### config.mk
export PLATFORM = sky130hd
export DESIGN_NAME = rau_queue
export DESIGN_NICKNAME = d
export VERILOG_FILES = /design/src/rau_pkg.sv /design/src/rau_queue.sv
export SDC_FILE = /design/constraint.sdc
export NUM_CORES = 1
export LEC_CHECK = 0
export BUFFER_PORTS_ARGS = -buffer_cell sky130_fd_sc_hd__clkbuf_2
export CAP_MARGIN = 0
export CORE_MARGIN = 5
export CORE_UTILIZATION = 28
export DETAILED_ROUTE_END_ITERATION = 8
export PLACE_DENSITY = 0.53
export SKIP_LAST_GASP = 1
export SLEW_MARGIN = 5
export SYNTH_ARGS = -nofsm -noshare
export SYNTH_HDL_FRONTEND = slang
export SYNTH_SLANG_ARGS = --single-unit
### constraint.sdc
create_clock -name clock -period 5 [get_ports clock]
set_clock_uncertainty 0.1 [all_clocks]
set_input_delay 1 -clock clock [delete_from_list [all_inputs] [get_ports clock]]
set_output_delay 1 -clock clock [all_outputs]
set_load 0.02 [all_outputs]
### src/rau_pkg.sv
// ----------------------------------------------------------------------------
// rau_pkg
// shared widths, command codes, status codes and the front/back queue entry
// ----------------------------------------------------------------------------
package rau_pkg;

   localparam int Width  = 32;
   localparam int DWidth = 2 * Width;
   localparam int QDepth = 2;

   typedef enum logic [2:0] {
      CMD_NORM = 3'd0,
      CMD_ADD  = 3'd1,
      CMD_SUB  = 3'd2,
      CMD_MUL  = 3'd3,
      CMD_DIV  = 3'd4,
      CMD_LT   = 3'd5,
      CMD_EQ   = 3'd6,
      CMD_NONE = 3'd7
   } cmd_type;

   typedef enum logic [1:0] {
      ST_OK    = 2'd0,
      ST_ZERO  = 2'd1,
      ST_WIDE  = 2'd2,
      ST_UNUSED = 2'd3
   } status_type;

   // classified request: operands in sign/magnitude, early status
   typedef struct packed {
      cmd_type            cmd;
      status_type         st;
      logic               a_neg;
      logic [Width-1:0]   a_n;
      logic [Width-1:0]   a_d;
      logic               b_neg;
      logic [Width-1:0]   b_n;
      logic [Width-1:0]   b_d;
   } entry_type;

   typedef struct packed {
      logic push;
      logic pop;
   } qctl_type;

endpackage

### src/rau_queue.sv
// ----------------------------------------------------------------------------
// rau_queue
// two-entry register queue between the front and the back
// ----------------------------------------------------------------------------
module rau_queue import rau_pkg::*; (
   input  logic      clock,
   input  logic      reset,
   input  qctl_type  ctl_i,
   output logic      full,
   output logic      empty,
   input  entry_type din,
   output entry_type dout
);

   entry_type  mem_ff [QDepth];
   logic       wp_ff, rp_ff;
   logic [1:0] cnt_ff;
   logic       wr, rd;

   assign full  = (cnt_ff == 2'(QDepth));
   assign empty = (cnt_ff == '0);
   assign wr    = ctl_i.push && !full;
   assign rd    = ctl_i.pop && !empty;
   assign dout  = mem_ff[rp_ff];

   always_ff @(posedge clock) begin
      if (reset) begin
         wp_ff <= 1'b0; rp_ff <= 1'b0; cnt_ff <= '0;
      end else begin
         if (wr) wp_ff <= ~wp_ff;
         if (rd) rp_ff <= ~rp_ff;
         cnt_ff <= cnt_ff + 2'(wr) - 2'(rd);
      end
      if (wr) mem_ff[wp_ff] <= din;
   end

endmodule

==> flow_metrics.env <==
export IMPL_holdWs_ns=0.416
export IMPL_wl_um=21200
export IMPL_cts_root_buf="clkbuf_16"
export IMPL_dp_hpwl_um=13900
export IMPL_drive_gt1_frac=0.599
export IMPL_r2r_cells=5
export IMPL_drc_errors=0
export IMPL_synth_seq_cells=275
export IMPL_final_hold_viol_count=0
export IMPL_post_cts_buffers=0
export IMPL_antenna_found_initial=0
export IMPL_rsz0062_at_grt="no"
export IMPL_drt_initial_drc_count=144
export IMPL_clock_fmax_mhz=288
export IMPL_die_area_mm2=0.0402
export IMPL_cts_buffers=30
export IMPL_worst_path_largest_cell_delay_ns=0.43
export IMPL_grt_ovfl_total=0
export IMPL_antenna_cells=0
export IMPL_finalCriticalPeriod_ns=3.48
export IMPL_dr_pass1_iters=4
export IMPL_peakVddDrop_uv=457
export IMPL_worst_pin_slew_ns=1.21
export IMPL_cts_resized=0
export IMPL_clk_path_buf_depth=3
export IMPL_rows=69
export IMPL_period_share=0.695
export IMPL_path_cells="buf_12 > mux2_2 > clkbuf_2"
export IMPL_ys_warn_count=0
export IMPL_htreeDepth=1
export IMPL_fillers=3428
export IMPL_fin_setup_tns_ns=0
export IMPL_start_util=0.284
export IMPL_core_area_mm2=0.0357
export IMPL_finalSetupViolCount=0
export IMPL_clk_pin_slew_ns=0.06
export IMPL_gp_congestion=0.698
export IMPL_clock_latency_ns=0.54
export IMPL_slew_headroom=0.195
export IMPL_cp_slowest_cell="buf_12"
export IMPL_synthDistinctLibCells=21
export IMPL_boundaryPins=276
export IMPL_multi_input_area_mm2=0.00183
export IMPL_clock_sinks=275
export IMPL_synth_area_leaders="edfxtp_1 (80%), mux2_2 (9.4%), mux2_4 (7.4%)"
export IMPL_synth_top_cell_area_share=0.797
export IMPL_die_width_um=201
export IMPL_power_mw=7.19
export IMPL_required_ns=3.90
export IMPL_area_growth_pct=28.3
export IMPL_status="finished, final reports clean"
export IMPL_crit_type="flop to primary output"
export IMPL_regArea_mm2=0.00821
export IMPL_grt_pass1_wl_um=32600
export IMPL_die_h_um=201
export IMPL_syn_area_mm2=0.0102
export IMPL_ys_seq_area_frac=0.807
export IMPL_powerDensity_mw_per_mm2=552
export IMPL_io_buffers=275
export IMPL_max_cap_violations=0
export IMPL_ant_nets=0
export IMPL_whs_path_depth=2
export IMPL_endpoint_kind="primary output"
export IMPL_syn_inst=447
export IMPL_finalNetCount=886
export IMPL_leakage_nw=4.95
export IMPL_critPathMaxFanout=135
export IMPL_grt_util_all_layers=0.102
export IMPL_cts_tree="yes"
export IMPL_cts_hold_buf=0
export IMPL_vias_per_cell=4.17
export IMPL_vias=5130
export IMPL_yosysTopAreaCell="edfxtp_1"
export IMPL_grt_pass1_vias=5627
export IMPL_wl_per_cell_um=17.3
export IMPL_worstPathArrival_ns=2.38
export IMPL_hp_class="flop to flop"
export IMPL_synth_net_count=588
export IMPL_grt_max_degree=136
export IMPL_crit_path_start_kind="flop"
export IMPL_slew_violations=0
export IMPL_syn_area_per_cell_um2=22.7
-- layer usage --
layer,vias up,global-route usage,routed length (um)
met5,-,0,0
met4,0,0.0246,413
met3,32,0.0415,1830
met2,173,0.171,10300
met1,2547,0.124,8710
li1,2378,-,-
-- kinds of logic (layout without fill, tap and decap cells) --
logic type | Yosys count | count (layout) | share of synthesized area
muxes | 135 | 135 | 0.168
xor gates and xnor gates | 2 | 2 | 0.00172
buffers and inverters | 19 | 341 | 0.0132
AOI/OAI and AO/OA | 3 | 3 | 0.00172
adders and majority gates | 2 | 2 | 0.00246
DFF | 275 | 275 | 0.807
and+or+nand+nor | 11 | 11 | 0.00566
-- cell type report --
type	instances	share of cell area
Clock buffer	38	0.0615
Clock inverter	18	0.0107
Inverter	4	0.00154
Multi-Input combinational cell	153	0.140
Sequential cell	275	0.630
Tap cell	461	0.0442
Timing Repair Buffer	281	0.112
-- Yosys cell counts, drive strengths merged --
master and count:
inv 4, xnor2 1, nor3 1, buf 15, ha 2, mux2 135, nand2 1, edfxtp 270
a21oi 1, nor2 4, or3 1, and2 1, o21ai 1, nand2b 1, dfxtp 5, xor2 1
o21a 1, and3 1, nor2b 1
-- critical path: cells and delay by family, from the launching register on --
family   cells  cell delay, ns
mux          1            0.43
flops        1            0.35
buf+inv      2            0.60
-- power breakdown --
part	internal [mW]	switching [mW]	leakage, nW
clock	1.23	0.850	0.459
sequential	2.94	0.0722	2.56
combinational	0.847	1.26	1.93
-- per-stage QoR --
stage	util	worst slack (ns)	cell area, um2	std cells
after global placement	0.338	1.95	12100	1174
after detailed placement	0.338	1.92	12100	1174
after global routing	0.365	1.50	13000	1230
after floorplan	-	0.235	10200	447
after CTS	0.365	1.60	13000	1230
final	0.365	1.52	13000	1230
-- cell usage in the layout (no fill, tap or decap), drive strengths merged --
master,Yosys,routed
a21oi,1,1
and2,1,1
and3,1,1
buf,15,6
bufinv,0,2
clkbuf,0,313
clkinv,0,15
clkinvlp,0,1
dfxtp,5,5
edfxtp,270,270
ha,2,2
inv,4,4
mux2,135,135
nand2,1,1
nand2b,1,1
nor2,4,4
nor2b,1,1
nor3,1,1
o21a,1,1
o21ai,1,1
or3,1,1
xnor2,1,1
xor2,1,1
-- worst paths after layout --
path	start	to	slack, ns
worst max-delay path	flop	dout[61]	1.52
worst min-delay path	wp_ff	wp_ff	0.42
worst max register to register	cnt_ff[0]	mem_ff[0][53]	2.54
worst min register to register	wp_ff	wp_ff	0.42
-- state kept, by name, indices dropped and copies added, names as in the netlist, named ones only --
register and count:
rp_ff 1, wp_ff 1, mem_ff 270, cnt_ff 2
Power figures use the tool's default switching activity.
