[src/rau_pkg.sv]
// ----------------------------------------------------------------------------
// rau_pkg
// shared widths, command codes, status codes and the front/back queue entry
// ----------------------------------------------------------------------------
package rau_pkg;

   localparam int Width  = 32;
   localparam int DWidth = 2 * Width;
   localparam int QDepth = 2;

   typedef enum logic [2:0] {
      CMD_NORM = 3'd0,
      CMD_ADD  = 3'd1,
      CMD_SUB  = 3'd2,
      CMD_MUL  = 3'd3,
      CMD_DIV  = 3'd4,
      CMD_LT   = 3'd5,
      CMD_EQ   = 3'd6,
      CMD_NONE = 3'd7
   } cmd_type;

   typedef enum logic [1:0] {
      ST_OK    = 2'd0,
      ST_ZERO  = 2'd1,
      ST_WIDE  = 2'd2,
      ST_UNUSED = 2'd3
   } status_type;

   // classified request: operands in sign/magnitude, early status
   typedef struct packed {
      cmd_type            cmd;
      status_type         st;
      logic               a_neg;
      logic [Width-1:0]   a_n;
      logic [Width-1:0]   a_d;
      logic               b_neg;
      logic [Width-1:0]   b_n;
      logic [Width-1:0]   b_d;
   } entry_type;

   typedef struct packed {
      logic push;
      logic pop;
   } qctl_type;

endpackage

[src/rau_front.sv]
// ----------------------------------------------------------------------------
// rau_front
// accepts requests, normalizes sign and flags zero denominators
// ----------------------------------------------------------------------------
module rau_front import rau_pkg::*; (
   input  logic [2:0]       req_command,
   input  logic [Width-1:0] req_a_num,
   input  logic [Width-1:0] req_a_den,
   input  logic [Width-1:0] req_b_num,
   input  logic [Width-1:0] req_b_den,
   output entry_type        entry
);

   logic an, ad, bn, bd;
   logic [Width-1:0] anm, adm, bnm, bdm;

   assign an  = req_a_num[Width-1];
   assign ad  = req_a_den[Width-1];
   assign bn  = req_b_num[Width-1];
   assign bd  = req_b_den[Width-1];
   assign anm = an ? -req_a_num : req_a_num;
   assign adm = ad ? -req_a_den : req_a_den;
   assign bnm = bn ? -req_b_num : req_b_num;
   assign bdm = bd ? -req_b_den : req_b_den;

   always_comb begin
      entry.cmd   = cmd_type'(req_command);
      entry.a_neg = an ^ ad;
      entry.a_n   = anm;
      entry.a_d   = adm;
      entry.b_neg = bn ^ bd;
      entry.b_n   = bnm;
      entry.b_d   = bdm;
      if (adm == '0 || (entry.cmd != CMD_NORM && bdm == '0)) begin
         entry.st = ST_ZERO;
      end else begin
         entry.st = ST_OK;
      end
   end

endmodule

[config.mk]
export PLATFORM = sky130hd
export DESIGN_NAME = rau_front
export DESIGN_NICKNAME = d
export VERILOG_FILES = /design/src/rau_pkg.sv /design/src/rau_front.sv
export SDC_FILE = /design/constraint.sdc
export NUM_CORES = 1
export LEC_CHECK = 0
export CORE_AREA = 2 2 104 106
export DETAILED_ROUTE_END_ITERATION = 6
export DIE_AREA = 0 0 106 108
export DONT_BUFFER_PORTS = 1
export PLACE_DENSITY = 0.44
export SLEW_MARGIN = 20
export SYNTH_ARGS = -nofsm -noshare
export SYNTH_HDL_FRONTEND = slang
export SYNTH_SLANG_ARGS = --single-unit
[constraint.sdc]
create_clock -name vclk -period 7.3
set_clock_uncertainty 0.1 [all_clocks]
set_input_delay 1.46 -clock vclk [all_inputs]
set_output_delay 1.46 -clock vclk [all_outputs]
set_load 0.005 [all_outputs]
==> impl_results.md, run 1 <==
* Status: completed
* Share of layout cells above drive strength 1 at 3.204%
* Seq_cells at 0
* Final hold slack at 2.820 ns
* # fillers at 1153
* Core Footprint at 10230 sq um
* Input/output buffers at 0
* Setup Fix Bufs, Post-CTS at 0
* Multi-input gate area at 2947 sq um
* Final Hold Fails at 0
* Ports at 266
* Final Instance Area at 3181 sq um
* Post_cts resized at 0
* Drt via density at 6.182
* Synth cell types at 52
* DR iter-0 viols at 292
* Initial core utilization at 30.88%
* Antenna cell count at 0
* Slew HR at 44.75%
* Die X at 106 um
* CP Class: in2out
* DRC at 0
* Cells after Synth at 466
* Placed Instances at 573
* Clock buffer count at 0
* RSZ-0062 raised after global routing: no
* Final #Nets at 575
* Die ar. at 11450 sq um
* Hold buffers post-CTS at 0
* Maximum VDD drop at 0.00001516 V
* Synth Warn # at 0
* Detailed placer's ending HPWL at 9.141 mm
* Gp weighted congestion at 0.8510
* Total negative slack at 0 ns
* CP arrival at 4.32 ns
* Synth Cell Area at 3159 sq um
* Antenna violations before repair at 0
* Drt wl/cell at 19.02 um
* Sequential Area at 0 sq um
* Worst setup EP type: output pin
* Routed Wire Length at 10.90 mm
* GRT Total Usage at 17.04%
* Fmax at 0.1699 GHz
* DR pass1 iterations at 4
* Syn avg cell area at 6.780 sq um
* Max-slew violations at 0
* Rows at 37
* Yosys top cell area share at 29.39%
* Power consumption at 146.4 uW
* Final ANT Viol Nets at 0
* Seq/Total Area, Yosys at 0%
* Max cap viols at 0
* Synth area leader: xnor2_1
* Fin crit share at 80.60%
* CP Data Required Time at 5.74 ns
* Synth area leaders: xnor2_1 29%, o31ai_1 8.3%, nand2_1 5.3%
* Hold Path Class: in2out
* Vias in the first global route at 3423
* Die height at 108 um
* Power Dens Cells at 46.04 nW/um^2
* Lkg Pwr at 0.0007986 uW
* Grt ovf at 0
* Cell area after placement at 3181 sq um
* Synth-to-Final Area Change at 0.6733%
* Vias at 3542
* Final non-filler cell total at 573
* Min Tclk post-route at 5.884 ns
* Final setup viols at 0
* Synth Net Count at 602
* First-pass GRT wire length at 16.88 mm
* CP Max Fanout at 10
* Startpoint Class: input port
* Largest net degree at the start of global routing at 40
* Worst-Margin Slew at 0.8211 ns
==> stage by stage <==
step | setup slack [ns] | utilization, %
floorplan | 1.662 | -
global placement | 1.499 | 31.09
detailed placement | 1.431 | 31.09
CTS | 1.415 | 31.09
global route | 1.149 | 31.09
finish | 1.416 | 31.09
==> layout by cell type (no fill, tap or decap), drive strengths merged, types with 2 or more instances in the layout <==
master   count
nand4        7
nand3b       6
mux2i        2
or4         18
xnor2      106
a21oi        2
o31a         4
o41ai       19
o31ai       35
nand2       45
a2111oi      3
a2111o       2
nor3        14
nand2b       6
or3         15
a31oi        6
xor2        12
nor2        23
inv         17
nor4        22
or4b         3
nand3        7
ha           5
o21ai       34
or2          7
==> synth_stat cells (all sizes together) (4+ instances only) <==
| cell type | instances |
|---|---|
| xor2 | 12 |
| nor4 | 22 |
| a31oi | 6 |
| o41ai | 19 |
| inv | 17 |
| ha | 5 |
| or2 | 7 |
| nand4 | 7 |
| o21ai | 34 |
| nand2 | 45 |
| nor3 | 14 |
| nand2b | 6 |
| nand3b | 6 |
| o31ai | 35 |
| or4 | 18 |
| nor2 | 23 |
| o31a | 4 |
| or3 | 15 |
| clkbuf | 18 |
| nand3 | 7 |
| buf | 11 |
| xnor2 | 106 |
==> worst max-delay path, cell delays in order <==
cell	delay [ns]
nor4_1	0.49
nand3_1	0.44
or3_4	0.49
or3_4	0.35
a2111o_1	0.37
or4_1	0.52
o32ai_1	0.20
==> area by class of cell <==
cell class / instances / area share (%)
Inverter: 17 / 2.006
Multi-Input combinational cell: 420 / 92.64
Tap cell: 136 / 5.350
==> routing by layer <==
layer | GRT usage [%] | share of wire, % | vias up
met3 | 3.074 | 8.8 | 12
li1 | - | - | 1685
met4 | 2.444 | 1.5 | 0
met5 | 0 | 0 | -
met1 | 21.72 | 41 | 1659
met2 | 30.65 | 49 | 186
==> worst paths after layout <==
path                           start         end  slack [ns]  depth (start not counted)
worst min-delay path  req_command[0]  entry[132]        2.82                          0
worst max-delay path    req_a_den[8]  entry[130]        1.42                          7
==> cell families after synthesis <==
logic type	count (synthesis)	share of synthesized area, %
compound gates	114	25.51
other cells	1	0.1187
buf+inv	46	6.733
mux	3	0.9901
xor+xnor	118	32.71
fa+ha+maj	5	1.980
simple gates	179	31.96
==> where the power goes <==
part           switching [uW]  internal, uW
sequential                  0             0
combinational            79.4          67.0
clock                       0             0
Note: power is estimated with default switching activity, not from simulation.
==> run 2: changes to the inputs <==
--- a/config.mk
+++ b/config.mk
@@ -5,11 +5,13 @@
 export SDC_FILE = /design/constraint.sdc
 export NUM_CORES = 1
 export LEC_CHECK = 0
-export CORE_AREA = 2 2 104 106
+export ABC_AREA = 1
+export CORE_ASPECT_RATIO = 1.75
+export CORE_MARGIN = 2
+export CORE_UTILIZATION = 35
 export DETAILED_ROUTE_END_ITERATION = 6
-export DIE_AREA = 0 0 106 108
 export DONT_BUFFER_PORTS = 1
-export PLACE_DENSITY = 0.44
+export PLACE_DENSITY = 0.51
 export SLEW_MARGIN = 20
 export SYNTH_ARGS = -nofsm -noshare
 export SYNTH_HDL_FRONTEND = slang
==> constraint.sdc (replaced) <==
create_clock -name vclk -period 5.4
set_clock_uncertainty 0.1 [all_clocks]
set_input_delay 1.08 -clock vclk [all_inputs]
set_output_delay 1.08 -clock vclk [all_outputs]
set_load 0.005 [all_outputs]
==> run 2 against run 1 <==
Compared with the run above: worst setup slack improved by 0.14 ns; final cell count increased by 66%; synthesized cell count increased by 80%; first-iteration DRC count decreased by 58%; sequential share of layout area unchanged; via count increased by 38%; flip-flop and latch count unchanged; power increased by 73%; non-clock buffer count unchanged.
==> impl_results.md, run 2 <==
* Status: completed
* Synth top cells by count: 257 x nand2_1, 129 x nor2_1, 123 x inv_1
* Input/output buffers at 0
* Synth Cell Area at 4158 sq um
* Vias at 4895
* Detailed placer's ending HPWL at 12.72 mm
* Gp weighted congestion at 0.8648
* Highest-count cells in the layout ignoring fill and taps: 257 x nand2_1, 129 x nor2_1, 123 x inv_1
* Max incr delay on CP at 0.33 ns
* Synth-to-Final Area Change at 0.9328%
* Most common cell after layout, fill and taps aside: nand2_1
* Syn avg cell area at 4.967 sq um
* Core Footprint at 11580 sq um
* Post_cts resized at 0
* RSZ-0062 raised after global routing: no
* Startpoint Class: input port
* Grt ovf at 0
* Die X at 86.39 um
* Final Hold Fails at 0
* Clock buffer count at 0
* Maximum VDD drop at 0.00001727 V
* M3 GR Usage at 4.550%
* Final hold slack at 2.060 ns
* Most frequent cell after synthesis: nand2_1
* Top delay family on crit path: simple AND/OR/NAND/NOR gates
* Antenna cell count at 0
* Initial core utilization at 35.90%
* Max-slew violations at 0
* CP arrival at 2.66 ns
* Seq_cells at 0
* Grt met1 use at 19.29%
* Fmax at 0.2603 GHz
* Final non-filler cell total at 949
* Lkg Pwr at 0.002159 uW
* Drt via density at 5.158
* Slowest library cell on the worst path: nor3_1
* Synth area leaders: nand2_1 23%, xor2_1 12%, nor2_1 12%
* Sequential Area at 0 sq um
* CP Data Required Time at 4.22 ns
* DR iter-0 viols at 123
* CP Class: in2out
* Min Tclk post-route at 3.842 ns
* Worst Path Buf+Inv at 1
* Die height at 148.2 um
* DR pass1 iterations at 4
* CP Max Fanout at 4
* Ports at 266
* Fin crit share at 71.15%
* Placed Instances at 949
* Hold Path Class: in2out
* CP most frequent cell: nand2_1
* Largest net degree at the start of global routing at 45
* Yosys top cell area share at 23.20%
* DRC at 0
* Power Dens Cells at 60.25 nW/um^2
* Drt wl/cell at 15.20 um
* Worst setup EP type: output pin
* GR peak layer: met2
* Max cap viols at 0
* Synth cell types at 36
* Critical Path, Cell by Cell: inv_1 -> ha_1 -> nand3_2 -> nor3_1 -> nand3_1 -> nand2_1 -> nand2_1 -> nand2_1 -> o21ai_0 -> nor2_1 -> nand3_1 -> nand2_1
* Hold buffers post-CTS at 0
* Synth Net Count at 973
* Final setup viols at 0
* Antenna violations before repair at 0
* Routed Wire Length at 14.43 mm
* Synth Warn # at 0
* Rows at 52
* Synth area leader: nand2_1
* Die ar. at 12800 sq um
* Final ANT Viol Nets at 0
* Setup Fix Bufs, Post-CTS at 0
* First-pass GRT wire length at 21.60 mm
* Seq/Total Area, Yosys at 0%
* Cells after Synth at 837
* # fillers at 1395
* Met2 usage at 43.38%
* Share of layout cells above drive strength 1 at 8.354%
* Vias in the first global route at 4660
* Final #Nets at 952
* GRT Total Usage at 20.34%
* Total negative slack at 0 ns
## run 2: cell count changes in the layout (fill, tap and decap cells not counted), moves of 16 or more
cell     before  now
nand2_1      45  257
inv_1        17  123
nor2_1       23  129
xnor2_1     106   14
nand3_1       7   66
xor2_1       12   59
o31ai_1      35    2
o41ai_1      19    0
or4_1        17    0
nor4_1       21    5
## run 2: metrics by stage
stage / utilization, % / instance area [sq um] / power, uW / setup WS, ns
detailed placement: 36.24 / 4197 / 254.9 / 1.529
finish: 36.24 / 4197 / 252.9 / 1.558
floorplan: - / 4158 / 225.2 / 1.862
CTS: 36.24 / 4197 / 255.9 / 1.530
global route: 36.24 / 4197 / 287.3 / 1.299
global placement: 36.24 / 4197 / 255.0 / 1.558
## run 2: worst paths after layout
path,from,cells past startpoint,endpoint
min,req_command[2],0,entry[134]
max,req_a_den[0],12,entry[130]
## run 2: area by class of cell
cell class,count,area (sq um),area share [%]
multi-input cells,686,3547,84.53
inverters,128,480.5,11.45
well taps,135,168.9,4.025
## run 2: power breakdown
| group | internal, uW | leakage (uW) | total [uW] | switching, uW |
|---|---|---|---|---|
| Sequential | 0 | 0 | 0 | 0 |
| Clock | 0 | 0 | 0 | 0 |
| Combinational | 88.8 | 0.00216 | 253 | 164 |
## run 2: routing by layer
metal	wire length [um]	vias to the layer above
met1	4964	2158
met5	0	-
li1	-	2541
met3	1194	13
met4	161	0
met2	8106	183
## run 2: cells by family after synthesis
kind of cell | count (synthesis) | synth area share (%)
AOI/OAI and AO/OA | 57 | 7.914
xor gates and xnor gates | 74 | 15.77
adders and majority gates | 5 | 1.505
buffers and inverters | 151 | 14.69
other | 1 | 0.09019
and+or+nand+nor | 549 | 60.04
